==> config.mk <==
export PLATFORM = sky130hd
export DESIGN_NAME = i2c_three_byte_write_master_core
export DESIGN_NICKNAME = d
export VERILOG_FILES = /design/src/rtl/i2c3w_pkg.sv /design/src/rtl/i2c_three_byte_write_master_core.sv /design/src/rtl/i2c3w_front.sv /design/src/rtl/i2c3w_engine.sv
export VERILOG_INCLUDE_DIRS = /design/src /design/src/rtl
export SDC_FILE = /design/constraint.sdc
export NUM_CORES = 1
export LEC_CHECK = 0
export ABC_AREA = 1
export BUFFER_PORTS_ARGS = -buffer_cell sky130_fd_sc_hd__buf_4
export CAP_MARGIN = 40
export CORE_MARGIN = 2
export CORE_UTILIZATION = 55
export CTS_BUF_LIST = sky130_fd_sc_hd__clkbuf_8
export DETAILED_ROUTE_END_ITERATION = 6
export HOLD_SLACK_MARGIN = 0.08
export PLACE_DENSITY = 0.74
export SYNTH_ARGS = -nofsm -noshare
export SYNTH_HDL_FRONTEND = slang
export SYNTH_HIERARCHICAL = 1
export SYNTH_SLANG_ARGS = --single-unit
==> constraint.sdc <==
create_clock -name clk_i -period 4 [get_ports clk_i]
set_input_delay 0.8 -clock clk_i [delete_from_list [all_inputs] [get_ports clk_i]]
set_output_delay 0.8 -clock clk_i [all_outputs]
set_load 0.01 [all_outputs]
==> src/rtl/i2c_three_byte_write_master_core_macros.svh <==
// Assertion macros shared by the I2C three-byte write master RTL.
// Expects clk_i and rst_ni in the scope of each use.
`ifndef I2C_THREE_BYTE_WRITE_MASTER_CORE_MACROS_SVH
`define I2C_THREE_BYTE_WRITE_MASTER_CORE_MACROS_SVH

// Same-cycle implication, disabled during reset.
`define I2C3W_ASSERT_IMPL(lbl, ante, cons, msg) \
  lbl: assert property (@(posedge clk_i) disable iff (!rst_ni) (ante) |-> (cons)) \
    else $error(msg);

// Next-cycle implication, disabled during reset.
`define I2C3W_ASSERT_NEXT(lbl, ante, cons, msg) \
  lbl: assert property (@(posedge clk_i) disable iff (!rst_ni) (ante) |=> (cons)) \
    else $error(msg);

`endif

==> src/rtl/i2c3w_pkg.sv <==
// Package for the I2C three-byte write master: beat types, register map, constants.
// No dependencies.
`timescale 1ns / 1ps

package i2c3w_pkg;

  localparam int unsigned CfgDataW      = 10;
  localparam int unsigned CfgIdxW       = 2;
  localparam int unsigned PhaseCntW     = 10;
  localparam int unsigned QueueDepthDef = 2;

  localparam logic [7:0]           SlaveAddrRst  = 8'd120;
  localparam logic [7:0]           CtrlCmdRst    = 8'd0;
  localparam logic [7:0]           CtrlDataRst   = 8'd64;
  localparam logic [PhaseCntW-1:0] PhaseTicksRst = 10'd2;

  localparam logic [2:0] LastBit  = 3'd7;
  localparam logic [1:0] LastByte = 2'd2;

  typedef enum logic [CfgIdxW-1:0] {
    CFG_SLAVE_ADDR  = 2'd0,
    CFG_CTRL_CMD    = 2'd1,
    CFG_CTRL_DATA   = 2'd2,
    CFG_PHASE_TICKS = 2'd3
  } cfg_idx_e;

  typedef enum logic {
    BEAT_TICK    = 1'b0,
    BEAT_REQUEST = 1'b1
  } beat_kind_e;

  typedef struct packed {
    logic       start_request;
    logic       is_data;
    logic [7:0] payload;
    logic       sda_in;
  } in_beat_t;

  typedef struct packed {
    logic       scl;
    logic       sda_out;
    logic       sda_drive;
    logic       busy_res;
    logic       frame_done;
    logic [2:0] nack_flags;
  } out_beat_t;

  typedef struct packed {
    beat_kind_e kind;
    in_beat_t   beat;
  } queue_beat_t;

endpackage

==> src/rtl/i2c_three_byte_write_master_core.sv <==
// Top level of the tick-driven I2C three-byte write master.
// Depends on i2c3w_pkg, i2c3w_front and i2c3w_engine.
`timescale 1ns / 1ps

// Tick-driven I2C write master. Every input beat is one bus tick carrying a start request,
// the data/command select, the payload byte and the sampled SDA level; every input beat
// yields exactly one output beat with the SCL/SDA levels to drive for that tick, busy,
// frame_done and the three nack flags (address, control, payload byte). A request seen on
// an idle tick opens a frame on that same tick: START, address, control byte, payload,
// STOP, each bus phase lasting phase_ticks ticks (0 acts as 1). Requests while busy are
// dropped. Rate: one beat per clock sustained while output is not stalled; output valid
// rises after the input accept, through the queue slot and then the output register. The
// front queue (QueueDepth beats) decouples input from output stalls; the phase sequencer
// handles one tick per clock when the output slot is free. Configuration registers (index:
// 0 slave address, 1 command control byte, 2 data control byte, 3 phase_ticks) are set via
// cfg_we_i/cfg_idx_i/cfg_wdata_i by the user only while idle; the block never checks it.
module i2c_three_byte_write_master_core #(
  parameter int unsigned QueueDepth = i2c3w_pkg::QueueDepthDef
) (
  input  logic                           clk_i,
  input  logic                           rst_ni,
  // configuration write port
  input  logic                           cfg_we_i,
  input  logic [i2c3w_pkg::CfgIdxW-1:0]  cfg_idx_i,
  input  logic [i2c3w_pkg::CfgDataW-1:0] cfg_wdata_i,
  // tick beats in
  input  logic                           in_valid_i,
  output logic                           in_ready_o,
  input  i2c3w_pkg::in_beat_t            in_data_i,
  // bus level beats out
  output logic                           out_valid_o,
  input  logic                           out_ready_i,
  output i2c3w_pkg::out_beat_t           out_data_o
);

  logic                   q_valid;
  logic                   q_pop;
  i2c3w_pkg::queue_beat_t q_beat;

  // front: tags and buffers tick beats
  i2c3w_front #(
    .Depth (QueueDepth)
  ) u_front (
    .clk_i      (clk_i),
    .rst_ni     (rst_ni),
    .in_valid_i (in_valid_i),
    .in_ready_o (in_ready_o),
    .in_data_i  (in_data_i),
    .q_valid_o  (q_valid),
    .q_pop_i    (q_pop),
    .q_beat_o   (q_beat)
  );

  // back: phase sequencer, one queued tick per clock when the output slot is free
  i2c3w_engine u_engine (
    .clk_i       (clk_i),
    .rst_ni      (rst_ni),
    .cfg_we_i    (cfg_we_i),
    .cfg_idx_i   (cfg_idx_i),
    .cfg_wdata_i (cfg_wdata_i),
    .q_valid_i   (q_valid),
    .q_pop_o     (q_pop),
    .q_beat_i    (q_beat),
    .out_valid_o (out_valid_o),
    .out_ready_i (out_ready_i),
    .out_data_o  (out_data_o)
  );

endmodule

==> src/rtl/i2c3w_front.sv <==
// Front end: accepts input beats, tags them as tick or request, and queues them.
// Depends on i2c3w_pkg and the assertion macro header.
`timescale 1ns / 1ps
`include "i2c_three_byte_write_master_core_macros.svh"

module i2c3w_front #(
  parameter int unsigned Depth = i2c3w_pkg::QueueDepthDef
) (
  input  logic                   clk_i,
  input  logic                   rst_ni,
  input  logic                   in_valid_i,
  output logic                   in_ready_o,
  input  i2c3w_pkg::in_beat_t    in_data_i,
  output logic                   q_valid_o,
  input  logic                   q_pop_i,
  output i2c3w_pkg::queue_beat_t q_beat_o
);

  localparam int unsigned PtrW = (Depth > 1) ? $clog2(Depth) : 1;
  localparam int unsigned CntW = $clog2(Depth + 1);

  i2c3w_pkg::queue_beat_t mem_q [Depth];
  logic [PtrW-1:0] wr_ptr_q, wr_ptr_d, rd_ptr_q, rd_ptr_d;
  logic [CntW-1:0] count_q, count_d;
  logic            push;
  i2c3w_pkg::queue_beat_t q_entry;

  assign in_ready_o = (count_q != CntW'(Depth));
  assign push       = in_valid_i && in_ready_o;
  assign q_valid_o  = (count_q != '0);
  assign q_beat_o   = mem_q[rd_ptr_q];

  always_comb begin
    q_entry.beat = in_data_i;
    q_entry.kind = in_data_i.start_request ? i2c3w_pkg::BEAT_REQUEST : i2c3w_pkg::BEAT_TICK;
  end

  always_comb begin
    wr_ptr_d = wr_ptr_q;
    rd_ptr_d = rd_ptr_q;
    count_d  = count_q;
    if (push) begin
      wr_ptr_d = (wr_ptr_q == PtrW'(Depth - 1)) ? '0 : wr_ptr_q + 1'b1;
    end
    if (q_pop_i) begin
      rd_ptr_d = (rd_ptr_q == PtrW'(Depth - 1)) ? '0 : rd_ptr_q + 1'b1;
    end
    if (push && !q_pop_i) begin
      count_d = count_q + 1'b1;
    end else if (!push && q_pop_i) begin
      count_d = count_q - 1'b1;
    end
  end

  always_ff @(posedge clk_i or negedge rst_ni) begin
    if (!rst_ni) begin
      wr_ptr_q <= '0;
      rd_ptr_q <= '0;
      count_q  <= '0;
    end else begin
      wr_ptr_q <= wr_ptr_d;
      rd_ptr_q <= rd_ptr_d;
      count_q  <= count_d;
    end
  end

  always_ff @(posedge clk_i) begin
    if (push) begin
      mem_q[wr_ptr_q] <= q_entry;
    end
  end

  `I2C3W_ASSERT_IMPL(a_pop_nonempty, q_pop_i, count_q != '0, "pop from empty queue")
  `I2C3W_ASSERT_IMPL(a_count_bound, 1'b1, count_q <= CntW'(Depth), "queue count overflow")

endmodule

==> src/rtl/i2c3w_engine.sv <==
// Back end: bus phase sequencer, configuration registers and output register.
// Depends on i2c3w_pkg and the assertion macro header.
`timescale 1ns / 1ps
`include "i2c_three_byte_write_master_core_macros.svh"

module i2c3w_engine (
  input  logic                              clk_i,
  input  logic                              rst_ni,
  input  logic                              cfg_we_i,
  input  logic [i2c3w_pkg::CfgIdxW-1:0]     cfg_idx_i,
  input  logic [i2c3w_pkg::CfgDataW-1:0]    cfg_wdata_i,
  input  logic                              q_valid_i,
  output logic                              q_pop_o,
  input  i2c3w_pkg::queue_beat_t            q_beat_i,
  output logic                              out_valid_o,
  input  logic                              out_ready_i,
  output i2c3w_pkg::out_beat_t              out_data_o
);

  typedef enum logic [3:0] {
    PH_IDLE     = 4'd0,
    PH_START_A  = 4'd1,
    PH_START_B  = 4'd2,
    PH_HOLD     = 4'd3,
    PH_SETUP    = 4'd4,
    PH_HIGH     = 4'd5,
    PH_ACK_LOW  = 4'd6,
    PH_ACK_HIGH = 4'd7,
    PH_STOP_A   = 4'd8,
    PH_STOP_B   = 4'd9,
    PH_STOP_C   = 4'd10
  } phase_e;

  localparam int unsigned CntW = i2c3w_pkg::PhaseCntW;

  // configuration
  logic [7:0]      slave_q, ctrl_cmd_q, ctrl_data_q;
  logic [CntW-1:0] ticks_q;

  // sequencer
  phase_e          phase_q, phase_d, cur;
  logic [CntW-1:0] cnt_q, cnt_d, cnt_inc, limit;
  logic [2:0]      bit_q, bit_d;
  logic [1:0]      byte_q, byte_d;
  logic [7:0]      shift_q, shift_d, pay_q, pay_d;
  logic            isd_q, isd_d;
  logic [2:0]      ack_q, ack_d;
  logic            scl_q, scl_d, sda_q, sda_d, drv_q, drv_d;
  logic            bit_v, busy, done;

  // output register
  logic                 out_valid_q, out_valid_d;
  i2c3w_pkg::out_beat_t out_q, out_d;
  logic                 pop;

  assign pop         = q_valid_i && (!out_valid_q || out_ready_i);
  assign q_pop_o     = pop;
  assign out_valid_o = out_valid_q;
  assign out_data_o  = out_q;

  always_comb begin
    phase_d = phase_q;
    cnt_d   = cnt_q;
    bit_d   = bit_q;
    byte_d  = byte_q;
    shift_d = shift_q;
    pay_d   = pay_q;
    isd_d   = isd_q;
    ack_d   = ack_q;
    scl_d   = scl_q;
    sda_d   = sda_q;
    drv_d   = drv_q;
    busy    = 1'b0;
    done    = 1'b0;
    cnt_inc = '0;
    bit_v   = shift_q[7];
    limit   = (ticks_q == '0) ? CntW'(1) : ticks_q;

    if (phase_q == PH_IDLE && q_beat_i.kind == i2c3w_pkg::BEAT_REQUEST) begin
      pay_d   = q_beat_i.beat.payload;
      isd_d   = q_beat_i.beat.is_data;
      ack_d   = '0;
      byte_d  = '0;
      bit_d   = '0;
      shift_d = slave_q;
      cnt_d   = '0;
      phase_d = PH_START_A;
      bit_v   = slave_q[7];
    end
    cur = phase_d;

    case (cur)
      PH_START_A: begin
        scl_d = 1'b1; sda_d = 1'b1; drv_d = 1'b1;
      end
      PH_START_B: begin
        scl_d = 1'b1; sda_d = 1'b0; drv_d = 1'b1;
      end
      PH_HOLD: begin
        scl_d = 1'b0; drv_d = 1'b1;
      end
      PH_SETUP: begin
        scl_d = 1'b0; sda_d = bit_v; drv_d = 1'b1;
      end
      PH_HIGH: begin
        scl_d = 1'b1; sda_d = bit_v; drv_d = 1'b1;
      end
      PH_ACK_LOW: begin
        scl_d = 1'b0; drv_d = 1'b0;
      end
      PH_ACK_HIGH: begin
        scl_d = 1'b1; drv_d = 1'b0;
      end
      PH_STOP_A: begin
        scl_d = 1'b0; sda_d = 1'b0; drv_d = 1'b1;
      end
      PH_STOP_B: begin
        scl_d = 1'b1; sda_d = 1'b0; drv_d = 1'b1;
      end
      PH_STOP_C: begin
        scl_d = 1'b1; sda_d = 1'b1; drv_d = 1'b1;
      end
      default: begin
        cur     = PH_IDLE;
        phase_d = PH_IDLE;
        scl_d   = 1'b1; sda_d = 1'b1; drv_d = 1'b1;
      end
    endcase

    if (cur != PH_IDLE) begin
      busy    = 1'b1;
      cnt_inc = cnt_d + 1'b1;
      cnt_d   = cnt_inc;
      if (cnt_inc == '0 || cnt_inc >= limit) begin
        cnt_d = '0;
        case (cur)
          PH_START_A: phase_d = PH_START_B;
          PH_START_B: begin
            bit_d   = '0;
            phase_d = PH_HOLD;
          end
          PH_HOLD:    phase_d = PH_SETUP;
          PH_SETUP:   phase_d = PH_HIGH;
          PH_HIGH: begin
            if (bit_d == i2c3w_pkg::LastBit) begin
              phase_d = PH_ACK_LOW;
            end else begin
              bit_d   = bit_d + 1'b1;
              shift_d = {shift_d[6:0], 1'b0};
              phase_d = PH_HOLD;
            end
          end
          PH_ACK_LOW: phase_d = PH_ACK_HIGH;
          PH_ACK_HIGH: begin
            // high level at the end of the ack clock is a nack
            if (q_beat_i.beat.sda_in) begin
              ack_d[byte_d] = 1'b1;
            end
            if (byte_d == i2c3w_pkg::LastByte) begin
              phase_d = PH_STOP_A;
            end else begin
              byte_d  = byte_d + 1'b1;
              shift_d = (byte_d == 2'd1) ? (isd_d ? ctrl_data_q : ctrl_cmd_q) : pay_d;
              bit_d   = '0;
              phase_d = PH_HOLD;
            end
          end
          PH_STOP_A:  phase_d = PH_STOP_B;
          PH_STOP_B:  phase_d = PH_STOP_C;
          default: begin
            done    = 1'b1;
            phase_d = PH_IDLE;
          end
        endcase
      end
    end

    out_d.scl        = scl_d;
    out_d.sda_out    = drv_d ? sda_d : 1'b1;
    out_d.sda_drive  = drv_d;
    out_d.busy_res   = busy;
    out_d.frame_done = done;
    out_d.nack_flags = ack_d;

    out_valid_d = out_valid_q;
    if (pop) begin
      out_valid_d = 1'b1;
    end else if (out_ready_i) begin
      out_valid_d = 1'b0;
    end
  end

  always_ff @(posedge clk_i or negedge rst_ni) begin
    if (!rst_ni) begin
      slave_q     <= i2c3w_pkg::SlaveAddrRst;
      ctrl_cmd_q  <= i2c3w_pkg::CtrlCmdRst;
      ctrl_data_q <= i2c3w_pkg::CtrlDataRst;
      ticks_q     <= i2c3w_pkg::PhaseTicksRst;
    end else if (cfg_we_i) begin
      case (i2c3w_pkg::cfg_idx_e'(cfg_idx_i))
        i2c3w_pkg::CFG_SLAVE_ADDR:  slave_q     <= cfg_wdata_i[7:0];
        i2c3w_pkg::CFG_CTRL_CMD:    ctrl_cmd_q  <= cfg_wdata_i[7:0];
        i2c3w_pkg::CFG_CTRL_DATA:   ctrl_data_q <= cfg_wdata_i[7:0];
        i2c3w_pkg::CFG_PHASE_TICKS: ticks_q     <= cfg_wdata_i;
        default: ;
      endcase
    end
  end

  always_ff @(posedge clk_i or negedge rst_ni) begin
    if (!rst_ni) begin
      phase_q     <= PH_IDLE;
      cnt_q       <= '0;
      bit_q       <= '0;
      byte_q      <= '0;
      shift_q     <= '0;
      pay_q       <= '0;
      isd_q       <= 1'b0;
      ack_q       <= '0;
      scl_q       <= 1'b1;
      sda_q       <= 1'b1;
      drv_q       <= 1'b1;
      out_valid_q <= 1'b0;
    end else begin
      out_valid_q <= out_valid_d;
      if (pop) begin
        phase_q <= phase_d;
        cnt_q   <= cnt_d;
        bit_q   <= bit_d;
        byte_q  <= byte_d;
        shift_q <= shift_d;
        pay_q   <= pay_d;
        isd_q   <= isd_d;
        ack_q   <= ack_d;
        scl_q   <= scl_d;
        sda_q   <= sda_d;
        drv_q   <= drv_d;
      end
    end
  end

  always_ff @(posedge clk_i) begin
    if (pop) begin
      out_q <= out_d;
    end
  end

  `I2C3W_ASSERT_IMPL(a_done_busy, out_valid_q && out_q.frame_done, out_q.busy_res, "done without busy")
  `I2C3W_ASSERT_IMPL(a_idle_lines, phase_q == PH_IDLE, scl_q && sda_q && drv_q, "idle bus not released high")
  `I2C3W_ASSERT_IMPL(a_release_ack, !drv_q, phase_q == PH_ACK_LOW || phase_q == PH_ACK_HIGH || phase_q == PH_HOLD || phase_q == PH_STOP_A, "sda released outside ack")

endmodule

Word-level counts from Yosys, hierarchy flattened
Memory sizes are Yosys's and may differ from the RTL's.
Index checks and enable logic that the tools add are counted.
{"block": "totals", "ff_bits": 87, "ramBits": 24, "output_inout_bits": 10, "word_cells": 146, "mem_count": 1}
{"name": "u_front.mem_q", "words": 2, "word_bits": 12, "read_ports": 1, "rd_ports_with_merged_regs": 0, "wr": 1, "line_no": "i2c3w_front.sv:22", "text": "i2c3w_pkg::queue_beat_t mem_q [Depth];"}
{"block": "classes", "addsub": 7, "magnitude_cmp": 3, "n_eq_ne": 26, "n_mux": 54, "bitwise": 1, "reduce_logical": 31}
{"cell": "two-way mux 8 bit", "count": 8}
{"cell": "two-way mux 10 bit", "count": 4}
{"cell": "case mux 4 bit (9 select lines)", "count": 1}
{"cell": "two-way mux 3 bit", "count": 11}
{"cell": "equality test 4 x 3 -> 1 bit, second input constant", "count": 8}
{"cell": "equality test 4 bit, second input constant", "count": 5}
{"cell": "logical NOT 10 bit", "count": 2}
{"cell": "two-way mux 4 bit", "count": 5}
{"cell": "equality test 4 x 2 -> 1 bit, second input constant", "count": 4}
{"cell": "case mux 8 bit (2 select lines)", "count": 1}
{"cell": "two-way mux 1 bit", "count": 14}
{"cell": "two-way mux 2 bit", "count": 7}
{"cell": "adder 10 x 1 -> 10 bit, second input constant", "count": 1}
{"cell": ">= comparator 10 bit", "count": 1}
{"cell": "AND reduction 2 bit", "count": 5}
{"cell": "OR reduction 10 bit", "count": 1}
{"cell": "case mux 3 bit (3 select lines)", "count": 1}
{"cell": "OR reduction 9 bit", "count": 1}
{"cell": "equality test 4 x 1 -> 1 bit, second input constant", "count": 2}
{"cell": "equality test 2 bit, second input constant", "count": 3}
{"cell": "logical AND 1 bit", "count": 6}
{"cell": "nonzero test 2 bit", "count": 3}
{"cell": "OR reduction 3 bit", "count": 2}
{"cell": "adder 2 x 1 -> 2 bit, second input constant", "count": 2}
{"cell": "other kinds (18)", "count": 24}

Longest topological paths before layout
Gate-level depths: netlist of run 1.
{"block": "depth", "depth_word": 12, "mapped_depth": 27, "ltp_nobuf": 21}

By module
Netlist of run 1, hierarchy kept.
{"module": "i2c3w_engine", "instances": 1, "cells_per_inst": 752, "area_each_um2": 5258.8, "seq_area_each_um2": 2125.8}
{"module": "i2c3w_front", "instances": 1, "cells_per_inst": 61, "area_each_um2": 1049.8, "seq_area_each_um2": 760.7}

Worst setup path after synthesis of run 1
No wires, ideal clock.
{"block": "synth_timing", "path_kind": "register to register", "from": "reg u_front.rd_ptr_q", "to": "reg u_engine.phase_q[0]", "setup_time_ns": 0.066, "t_arrival_ns": 4.215, "t_required_ns": 3.934, "setup_slack_ns": -0.281, "path_stages_with_launch": 27, "n_path_buf": 7, "synth_period_minus_slack_ns": 4.281, "path_cell_list": "dfrtp_1 > buf_6 > mux2_4 > buf_4 > nand3_2 > buf_2 > buf_2 > buf_1 > nand2_1 > inv_1 > ha_1 > nand3_1 > nor2_1 > xor2_1 > inv_1 > ha_1 > nand2_1 > nor2_1 > o211ai_1 > o2111ai_1 > nor2_1 > clkbuf_1 > buf_1 > nand3_1 > nand2_1 > nand2_1 > nand2_1"}
{"item": "from (decl)", "line_no": "i2c3w_front.sv:23", "text": "logic [PtrW-1:0] wr_ptr_q, wr_ptr_d, rd_ptr_q, rd_ptr_d;"}
{"item": "from (signal assigned)", "line_no": "i2c3w_front.sv:62", "text": "rd_ptr_q <= rd_ptr_d;"}
{"item": "to (signal assigned)", "line_no": "i2c3w_engine.sv:227", "text": "phase_q <= phase_d;"}
{"item": "to (decl)", "line_no": "i2c3w_engine.sv:41", "text": "phase_e phase_q, phase_d, cur;"}

Worst setup path in the final report of run 1
{"block": "layout_timing", "from": "reg u_front.rd_ptr_q", "to": "reg u_engine.out_q, in the netlist u_engine/out_data_o[3] (data pin)"}
{"block": "layout_between", "elab_chain_len": 9, "word_cells_on_any_way": 33, "cone_classes": "1 x add/sub; 1 x order compare; 19 x eq/ne; 4 x mux; 7 x reduce/logical; 1 x memory"}
{"item": "memory (2 x 12 bit) *"}
{"item": "logical AND 1 bit *", "line_no": "i2c3w_engine.sv:79", "text": "if (phase_q == PH_IDLE && q_beat_i.kind == i2c3w_pkg::BEAT_REQUEST) begin"}
{"item": "branches (longest 7 deep; another with adder 10 x 1 -> 10 bit)"}
{"item": "to (signal assigned)", "line_no": "i2c3w_engine.sv:244", "text": "out_q <= out_d;"}
{"item": "to (decl)", "line_no": "i2c3w_engine.sv:53", "text": "i2c3w_pkg::out_beat_t out_q, out_d;"}
Mark *: on every way between the ends.
A chain may end at the register's enable or synchronous reset.

==> metrics.txt, run 1 <==
# TYPE chip_impl_metric gauge
chip_impl_metric{name="portBuffers",unit=""} 37
chip_impl_info{name="synthTopCellsByArea",value="dfrtp_1 29%, nand2_1 16%, edfxtp_1 14%"} 1
chip_impl_metric{name="preCtsSetupSlack",unit="ns"} 0.227
chip_impl_metric{name="initial_core_util",unit="%"} 55.7
chip_impl_metric{name="wl",unit="um"} 14600
chip_impl_metric{name="grt_overflow_total",unit=""} 0
chip_impl_metric{name="max_cap_violations",unit=""} 0
chip_impl_metric{name="synth_seq_cells",unit=""} 109
chip_impl_metric{name="syn-mean-instance-area",unit="sq um"} 7.76
chip_impl_metric{name="worstPathRequired",unit="ns"} 4.15
chip_impl_metric{name="globalplace.congestion",unit=""} 0.913
chip_impl_metric{name="number_of_clock_buffers_inserted_by_tritoncts",unit=""} 9
chip_impl_metric{name="post-route-drc-count",unit=""} 0
chip_impl_metric{name="number_of_flops_mapped_to_enable_cells_by_yosys",unit=""} 30
chip_impl_metric{name="h-tree-depth",unit=""} 3
chip_impl_metric{name="worst_skew_pair.late_latency",unit="ns"} 0.39
chip_impl_info{name="cts_tree",value="yes"} 1
chip_impl_metric{name="postSynth.asyncResetShare",unit="%"} 72.5
chip_impl_metric{name="synthesis.instances",unit=""} 813
chip_impl_metric{name="detail_route.first_pass.iterations",unit=""} 5
chip_impl_metric{name="clkSinkCount",unit=""} 109
chip_impl_metric{name="reg2reg_slack",unit="ns"} 0.36
chip_impl_metric{name="clock_path_buffers",unit=""} 2
chip_impl_info{name="synth_commonest_cells",value="262 x nand2_1, 80 x inv_1, 76 x o21ai_0"} 1
chip_impl_metric{name="routedWlPerCell",unit="um"} 14.8
chip_impl_metric{name="design.final.nets",unit=""} 878
chip_impl_metric{name="min_period",unit="ns"} 3.64
chip_impl_metric{name="core_area",unit="sq um"} 11300
chip_impl_metric{name="vias_in_the_first_global_route",unit=""} 5160
chip_impl_metric{name="layout-drive-gt1-share",unit="%"} 12.9
chip_impl_metric{name="fin_hold_ws",unit="ns"} 0.317
chip_impl_metric{name="period_share",unit="%"} 91.1
chip_impl_metric{name="worst_r2r_path_depth",unit=""} 19
chip_impl_info{name="startpoint_type",value="flop"} 1
chip_impl_metric{name="ys_warn_count",unit=""} 6
chip_impl_metric{name="timing_hold_violations_final",unit=""} 0
chip_impl_metric{name="fin_setup_tns",unit="ns"} 0
chip_impl_metric{name="dr.first_iter.drc_count",unit=""} 499
chip_impl_metric{name="top_level_ports",unit=""} 38
chip_impl_metric{name="vdd_ir_drop_max",unit="mV"} 0.522
chip_impl_metric{name="final_critical_path_setup_slack",unit="ns"} 0.357
chip_impl_metric{name="maxClockFrequency",unit="MHz"} 274
chip_impl_metric{name="timing.critical_path.fanout_max",unit=""} 21
chip_impl_metric{name="track_usage",unit="%"} 24.7
chip_impl_info{name="grt_setup_unrepaired",value="no"} 1
chip_impl_metric{name="timing.critical_path.arrival",unit="ns"} 3.79
chip_impl_metric{name="synth-seq-area-share",unit="%"} 45.8
chip_impl_metric{name="mapped_nets",unit=""} 857
chip_impl_metric{name="syn-cell-area",unit="sq um"} 6310
chip_impl_metric{name="final_setup_viols",unit=""} 0
chip_impl_metric{name="area.growth.synth_to_final",unit="%"} 9.04
chip_impl_metric{name="vias_per_cell",unit=""} 5.59
chip_impl_metric{name="post_cts_hold_buffer_count",unit=""} 0
chip_impl_metric{name="clkSlewWorstSetupHoldPaths",unit="ns"} 0.11
chip_impl_info{name="root_buffer",value="clkbuf_8"} 1
chip_impl_metric{name="power_density",unit="nW/um^2"} 718
chip_impl_info{name="hold_path_class",value="in2async"} 1
chip_impl_metric{name="tightest_slew",unit="ns"} 0.596
chip_impl_info{name="worst_setup_path_class",value="reg2reg"} 1
chip_impl_metric{name="routed-via-count",unit=""} 5494
chip_impl_metric{name="synth.top_cell.area_share",unit="%"} 28.6
chip_impl_metric{name="global_route_wire_length_before_repair",unit="um"} 24800
chip_impl_metric{name="antenna_violating_nets_post_route",unit=""} 0
chip_impl_metric{name="synth.distinct_cells",unit=""} 44
chip_impl_metric{name="detailed_place_hpwl",unit="um"} 10200
chip_impl_metric{name="dieArea",unit="sq um"} 12300
chip_impl_metric{name="power_leakage",unit="nW"} 3.47
chip_impl_metric{name="worst_setup_skew_after_layout",unit="ns"} 0.00943
chip_impl_metric{name="num_rows",unit=""} 39
chip_impl_info{name="run_status",value="finished, final reports clean"} 1
chip_impl_metric{name="height_of_the_die",unit="um"} 111
chip_impl_metric{name="slew-limit-headroom",unit="%"} 60.1
chip_impl_info{name="critical_path.reg2reg.endpoint",value="u_engine/out_data_o[3]"} 1
chip_impl_metric{name="antenna_cells",unit=""} 0
chip_impl_info{name="critical_register_to_register_path_startpoint",value="u_front/rd_ptr_q"} 1
chip_impl_info{name="synth_top_area_cell",value="dfrtp_1"} 1
chip_impl_metric{name="antenna_found_initial",unit=""} 0
chip_impl_info{name="yosys_most_used_dff",value="dfrtp_1"} 1
chip_impl_metric{name="die_x",unit="um"} 111
chip_impl_metric{name="max_slew_violation_count",unit=""} 0
chip_impl_metric{name="grt_start_max_net_pins",unit=""} 55
chip_impl_info{name="timing.critical_path.to_type",value="flop"} 1
chip_impl_info{name="yosys.cell_count.top_type",value="nand2_1"} 1
==> how the worst max path moves through the flow <==
stage               cells past startpoint                endpoint              from
floorplan                              26     u_engine/phase_q[0]  u_front/rd_ptr_q
detailed placement                     19  u_engine/out_data_o[3]  u_front/rd_ptr_q
finish                                 19  u_engine/out_data_o[3]  u_front/rd_ptr_q
CTS                                    19  u_engine/out_data_o[3]  u_front/rd_ptr_q
global route                           21       u_engine/ack_q[1]  u_front/rd_ptr_q
global placement                       19  u_engine/out_data_o[3]  u_front/rd_ptr_q
==> through the flow <==
step	cells	area, sq um	utilization, %	power (W)
after floorplan	813	6310	-	0.00363
after global placement	963	6640	58.6	0.00416
after detailed placement	966	6680	59.0	0.00426
after CTS	982	6870	60.6	0.00492
after global routing	982	6880	60.8	0.00539
final	982	6880	60.8	0.00494
==> timing repair <==
action | 4_1_cts | 5_1_grt
endpoints found under the setup margin | 0 | 25
resized for setup | 0 | 3
buffers inserted | 0 | 0
==> layer usage <==
| layer | global-route usage [%] | share of wire (%) | wire length, um |
|---|---|---|---|
| met5 | 0 | 0 | 0 |
| met3 | 5.03 | 5.5 | 802 |
| met4 | 6.75 | 1.7 | 252 |
| met1 | 34.4 | 45 | 6620 |
| met2 | 39.8 | 47 | 6900 |
==> critical path, cell delays in order, from the launching register on <==
cell	delay (ns)
dfrtp_1	0.41
mux2_4	0.32
nand3_2	0.11
buf_4	0.18
nand2_1	0.07
inv_1	0.07
ha_1	0.22
nand3_1	0.12
nor2_1	0.20
xor2_1	0.22
inv_1	0.09
ha_1	0.30
nand2_1	0.10
nor2_1	0.06
o211ai_1	0.07
o2111ai_1	0.19
nor2_4	0.24
nand2_4	0.21
nand2_1	0.16
nor2_1	0.06
==> placed cells by master (no fill, tap or decap), types with 6 or more instances in the layout <==
cell type  instances
or2_0              6
edfxtp_1          30
inv_1             81
nand3_1           70
buf_4             46
nor2_1            50
a21oi_1           20
ha_1              16
dfstp_2            7
or2_2              9
mux2_4             9
clkbuf_8          10
dfrtp_1           72
o21ai_0           76
nand2_1          262
nand4_1           13
==> power by group <==
part	total, W	internal, W	switching (W)
registers	0.00170	0.00150	0.000198
logic	0.00259	0.000908	0.00168
clock network	0.000653	0.000255	0.000398
total	0.00494	0.00266	0.00228
==> cells by family after synthesis <==
logic type / after synthesis / synth area share (%)
and+or+nand+nor: 432 / 29.6
buffers and inverters: 121 / 7.99
muxes: 11 / 2.50
adders and majority gates: 16 / 3.17
DFF: 109 / 45.8
AOI/OAI and AO/OA: 119 / 10.3
xor gates and xnor gates: 5 / 0.694
==> state kept, by name, summed over array words and instances (netlist names), 2 cells and up <==
| register | cells |
|---|---|
| u_engine/pay_q | 8 |
| u_engine/out_data_o | 8 |
| u_engine/phase_q | 4 |
| u_engine/ack_q | 3 |
| u_engine/slave_q | 8 |
| u_front/count_q | 2 |
| u_engine/ctrl_cmd_q | 8 |
| u_engine/bit_q | 3 |
| u_engine/shift_q | 8 |
| u_engine/ticks_q | 10 |
| u_engine/byte_q | 2 |
| u_engine/ctrl_data_q | 8 |
| u_engine/cnt_q | 10 |
| u_front/mem_q | 22 |
==> cell type report <==
class	count	area [sq um]
inverters	83	312
repair buffers	48	384
flip-flops and latches	109	2890
well taps	143	179
clock inverters	6	50.0
multi-input cells	583	2930
fillers	1016	4440
clock buffers	10	138
(Power assumes the default switching activity.)
==> run 2, diff against run 1 <==
Settings changed: CTS_BUF_LIST sky130_fd_sc_hd__clkbuf_8 to default.
==> metrics.txt, run 2 (synthesis results as in run 1) <==
# TYPE chip_impl_metric gauge
chip_impl_metric{name="height_of_the_die",unit="um"} 111
chip_impl_info{name="critical_path.reg2reg.endpoint",value="u_engine/out_data_o[3]"} 1
chip_impl_metric{name="cellInternalPower",unit="W"} 0.00286
chip_impl_info{name="cp_slowest_cell",value="dfrtp_1"} 1
chip_impl_metric{name="globalplace.congestion",unit=""} 0.913
chip_impl_metric{name="max_cap_violations",unit=""} 0
chip_impl_metric{name="layout-drive-gt1-share",unit="%"} 12.9
chip_impl_metric{name="post-route-drc-count",unit=""} 0
chip_impl_metric{name="track_usage",unit="%"} 25.0
chip_impl_info{name="crit_chain",value="mux2_4, nand3_2, buf_4, nand2_1, inv_1, ha_1, nand3_1, nor2_1, xor2_1, inv_1, ha_1, nand2_1, nor2_1, o211ai_1, o2111ai_1, nor2_4, nand2_4, nand2_1, nor2_1"} 1
chip_impl_metric{name="number_of_clock_buffers_inserted_by_tritoncts",unit=""} 9
chip_impl_metric{name="maxClockFrequency",unit="MHz"} 274
chip_impl_metric{name="worst_setup_skew_after_layout",unit="ns"} 0.00820
chip_impl_metric{name="fin_setup_tns",unit="ns"} 0
chip_impl_info{name="final_cell_mix",value="262 x nand2_1, 80 x inv_1, 76 x o21ai_0"} 1
chip_impl_metric{name="vdd_ir_drop_max",unit="mV"} 0.482
chip_impl_metric{name="final_core_utilization",unit="%"} 61.7
chip_impl_metric{name="clkSinkCount",unit=""} 109
chip_impl_info{name="critical_register_to_register_path_startpoint",value="u_front/rd_ptr_q"} 1
chip_impl_metric{name="core_area",unit="sq um"} 11300
chip_impl_metric{name="post-route-cell-area",unit="sq um"} 6980
chip_impl_info{name="largest_delay_share_family_worst_path",value="simple AND/OR/NAND/NOR gates"} 1
chip_impl_metric{name="routedWlPerCell",unit="um"} 15.1
chip_impl_metric{name="routed-via-count",unit=""} 5532
chip_impl_metric{name="timing_hold_violations_final",unit=""} 0
chip_impl_metric{name="initial_core_util",unit="%"} 55.7
chip_impl_metric{name="slew-limit-headroom",unit="%"} 60.0
chip_impl_metric{name="critical-path-max-stage-delay",unit="ns"} 0.39
chip_impl_metric{name="top_level_ports",unit=""} 38
chip_impl_metric{name="reg2reg_slack",unit="ns"} 0.35
chip_impl_metric{name="worst_r2r_path_depth",unit=""} 19
chip_impl_metric{name="power_density",unit="nW/um^2"} 741
chip_impl_info{name="run_status",value="finished, final reports clean"} 1
chip_impl_metric{name="clkSlewWorstSetupHoldPaths",unit="ns"} 0.07
chip_impl_metric{name="clock_path_buffers",unit=""} 2
chip_impl_metric{name="max_slew_violation_count",unit=""} 0
chip_impl_metric{name="flip_flop_count_of_the_largest_register_after_layout",unit=""} 22
chip_impl_metric{name="grt_start_max_net_pins",unit=""} 55
chip_impl_metric{name="num_rows",unit=""} 39
chip_impl_info{name="hold_path_class",value="in2async"} 1
chip_impl_metric{name="grt_overflow_total",unit=""} 0
chip_impl_metric{name="h-tree-depth",unit=""} 3
chip_impl_info{name="root_buffer",value="clkbuf_16"} 1
chip_impl_info{name="cts_tree",value="yes"} 1
chip_impl_metric{name="vias_per_cell",unit=""} 5.63
chip_impl_metric{name="worst_skew_pair.late_latency",unit="ns"} 0.36
chip_impl_metric{name="design.final.nets",unit=""} 878
chip_impl_metric{name="area.growth.synth_to_final",unit="%"} 10.7
chip_impl_metric{name="dieArea",unit="sq um"} 12300
chip_impl_metric{name="portBuffers",unit=""} 37
chip_impl_metric{name="critical_path_depth",unit=""} 19
chip_impl_metric{name="detailed_place_hpwl",unit="um"} 10200
chip_impl_metric{name="switchingPower",unit="W"} 0.00231
chip_impl_metric{name="tightest_slew",unit="ns"} 0.600
chip_impl_metric{name="antenna_found_initial",unit=""} 0
chip_impl_metric{name="netSwitchingFraction",unit="%"} 44.7
chip_impl_info{name="register_name_with_the_most_flops",value="u_front/mem_q"} 1
chip_impl_metric{name="wl",unit="um"} 14800
chip_impl_metric{name="combPwrFrac",unit="%"} 50.3
chip_impl_metric{name="timing.critical_path.fanout_max",unit=""} 21
chip_impl_info{name="critical_path.startpoint",value="u_front/rd_ptr_q"} 1
chip_impl_metric{name="power_leakage",unit="nW"} 3.51
chip_impl_metric{name="die_x",unit="um"} 111
chip_impl_info{name="timing.critical_path.to_type",value="flop"} 1
chip_impl_info{name="worst_setup_path_class",value="reg2reg"} 1
chip_impl_metric{name="global_route_wire_length_before_repair",unit="um"} 25100
chip_impl_metric{name="placed_area",unit="sq um"} 6680
chip_impl_info{name="commonest_non_fill_non_tap_cell_in_the_layout",value="nand2_1"} 1
chip_impl_metric{name="min_period",unit="ns"} 3.65
chip_impl_metric{name="final_setup_viols",unit=""} 0
chip_impl_info{name="startpoint_type",value="flop"} 1
chip_impl_metric{name="clkPwrFrac",unit="%"} 16.9
chip_impl_metric{name="antenna_violating_nets_post_route",unit=""} 0
chip_impl_info{name="largest_registers",value="u_front/mem_q: 22 flops, u_engine/cnt_q: 10 flops, u_engine/ticks_q: 10 flops"} 1
chip_impl_metric{name="dr.first_iter.drc_count",unit=""} 473
chip_impl_metric{name="period_share",unit="%"} 91.1
chip_impl_metric{name="critical_path.n_buffers_inverters",unit=""} 3
chip_impl_info{name="grt_setup_unrepaired",value="no"} 1
chip_impl_metric{name="seq_power_share",unit="%"} 32.8
chip_impl_metric{name="timing.critical_path.arrival",unit="ns"} 3.75
chip_impl_metric{name="worstPathRequired",unit="ns"} 4.11
chip_impl_metric{name="antenna_cells",unit=""} 0
chip_impl_metric{name="detail_route.first_pass.iterations",unit=""} 5
chip_impl_metric{name="post_cts_hold_buffer_count",unit=""} 0
chip_impl_metric{name="vias_in_the_first_global_route",unit=""} 5194
chip_impl_info{name="critPathCapture",value="u_engine/out_data_o[3]"} 1
run 2: cell count changes in the layout (fill, tap and decap cells not counted):
cell | before | now
clkbuf_1 | 0 | 1
clkbuf_16 | 0 | 9
clkbuf_8 | 10 | 1
inv_1 | 81 | 80
run 2: worst reg2reg max path, stage by stage (launching register included):
cell and delay [ns]:
dfrtp_1 0.39, mux2_4 0.32, nand3_2 0.11, buf_4 0.19, nand2_1 0.07, inv_1 0.07, ha_1 0.22, nand3_1 0.12
nor2_1 0.20, xor2_1 0.22, inv_1 0.09, ha_1 0.30, nand2_1 0.10, nor2_1 0.06, o211ai_1 0.07, o2111ai_1 0.18
nor2_4 0.24, nand2_4 0.21, nand2_1 0.17, nor2_1 0.06
run 2: final cells by class:
| class | instances | area, sq um |
|---|---|---|
| Clock buffer | 11 | 243 |
| Clock inverter | 5 | 46.3 |
| Fill cell | 1006 | 4340 |
| Inverter | 83 | 312 |
| Multi-Input combinational cell | 583 | 2930 |
| Sequential cell | 109 | 2890 |
| Tap cell | 143 | 179 |
| Timing Repair Buffer | 48 | 384 |
run 2: metrics by stage:
stage | setup WS (ns) | cells | total power [W] | hold slack (ns)
2_1_floorplan | 0.0253 | 813 | 0.00363 | 0.441
3_3_place_gp | 0.339 | 963 | 0.00416 | 0.454
3_5_place_dp | 0.227 | 966 | 0.00426 | 0.465
4_1_cts | 0.182 | 982 | 0.00516 | 0.371
5_1_grt | 0.0272 | 982 | 0.00562 | 0.382
6_report | 0.355 | 982 | 0.00517 | 0.363
run 2: worst min path at each step:
stage / slack, ns / start / to
floorplan: 0.44 / u_engine/shift_q[1] / u_engine/shift_q[1]
global placement: 0.45 / u_engine/shift_q[1] / u_engine/shift_q[1]
detailed placement: 0.46 / u_engine/shift_q[7] / u_engine/shift_q[7]
CTS: 0.37 / rst_ni / u_engine/cnt_q[7]
global route: 0.38 / rst_ni / u_engine/ticks_q[8]
finish: 0.36 / rst_ni / u_engine/cnt_q[5]
run 2: power by group through the flow:
| stage | logic [W] | clock network (W) | registers, W |
|---|---|---|---|
| floorplan | 0.00195 | 0 | 0.00168 |
| global placement | 0.00246 | 0 | 0.00170 |
| detailed placement | 0.00254 | 0 | 0.00171 |
| CTS | 0.00257 | 0.000895 | 0.00169 |
| global route | 0.00294 | 0.000945 | 0.00174 |
| finish | 0.00260 | 0.000872 | 0.00170 |
run 2: timing repair:
| item | CTS | global route |
|---|---|---|
| resized for setup | 0 | 3 |
| buffers inserted | 0 | 0 |
| endpoints found under the setup margin | 0 | 25 |
run 2: metal layers:
metal	vias up	part of all wire (%)	GRT usage (%)
met5	-	0	0
met4	0	1.8	7.08
met3	19	5.5	5.08
met2	179	48	40.2
met1	2633	45	34.7
li1	2701	-	-
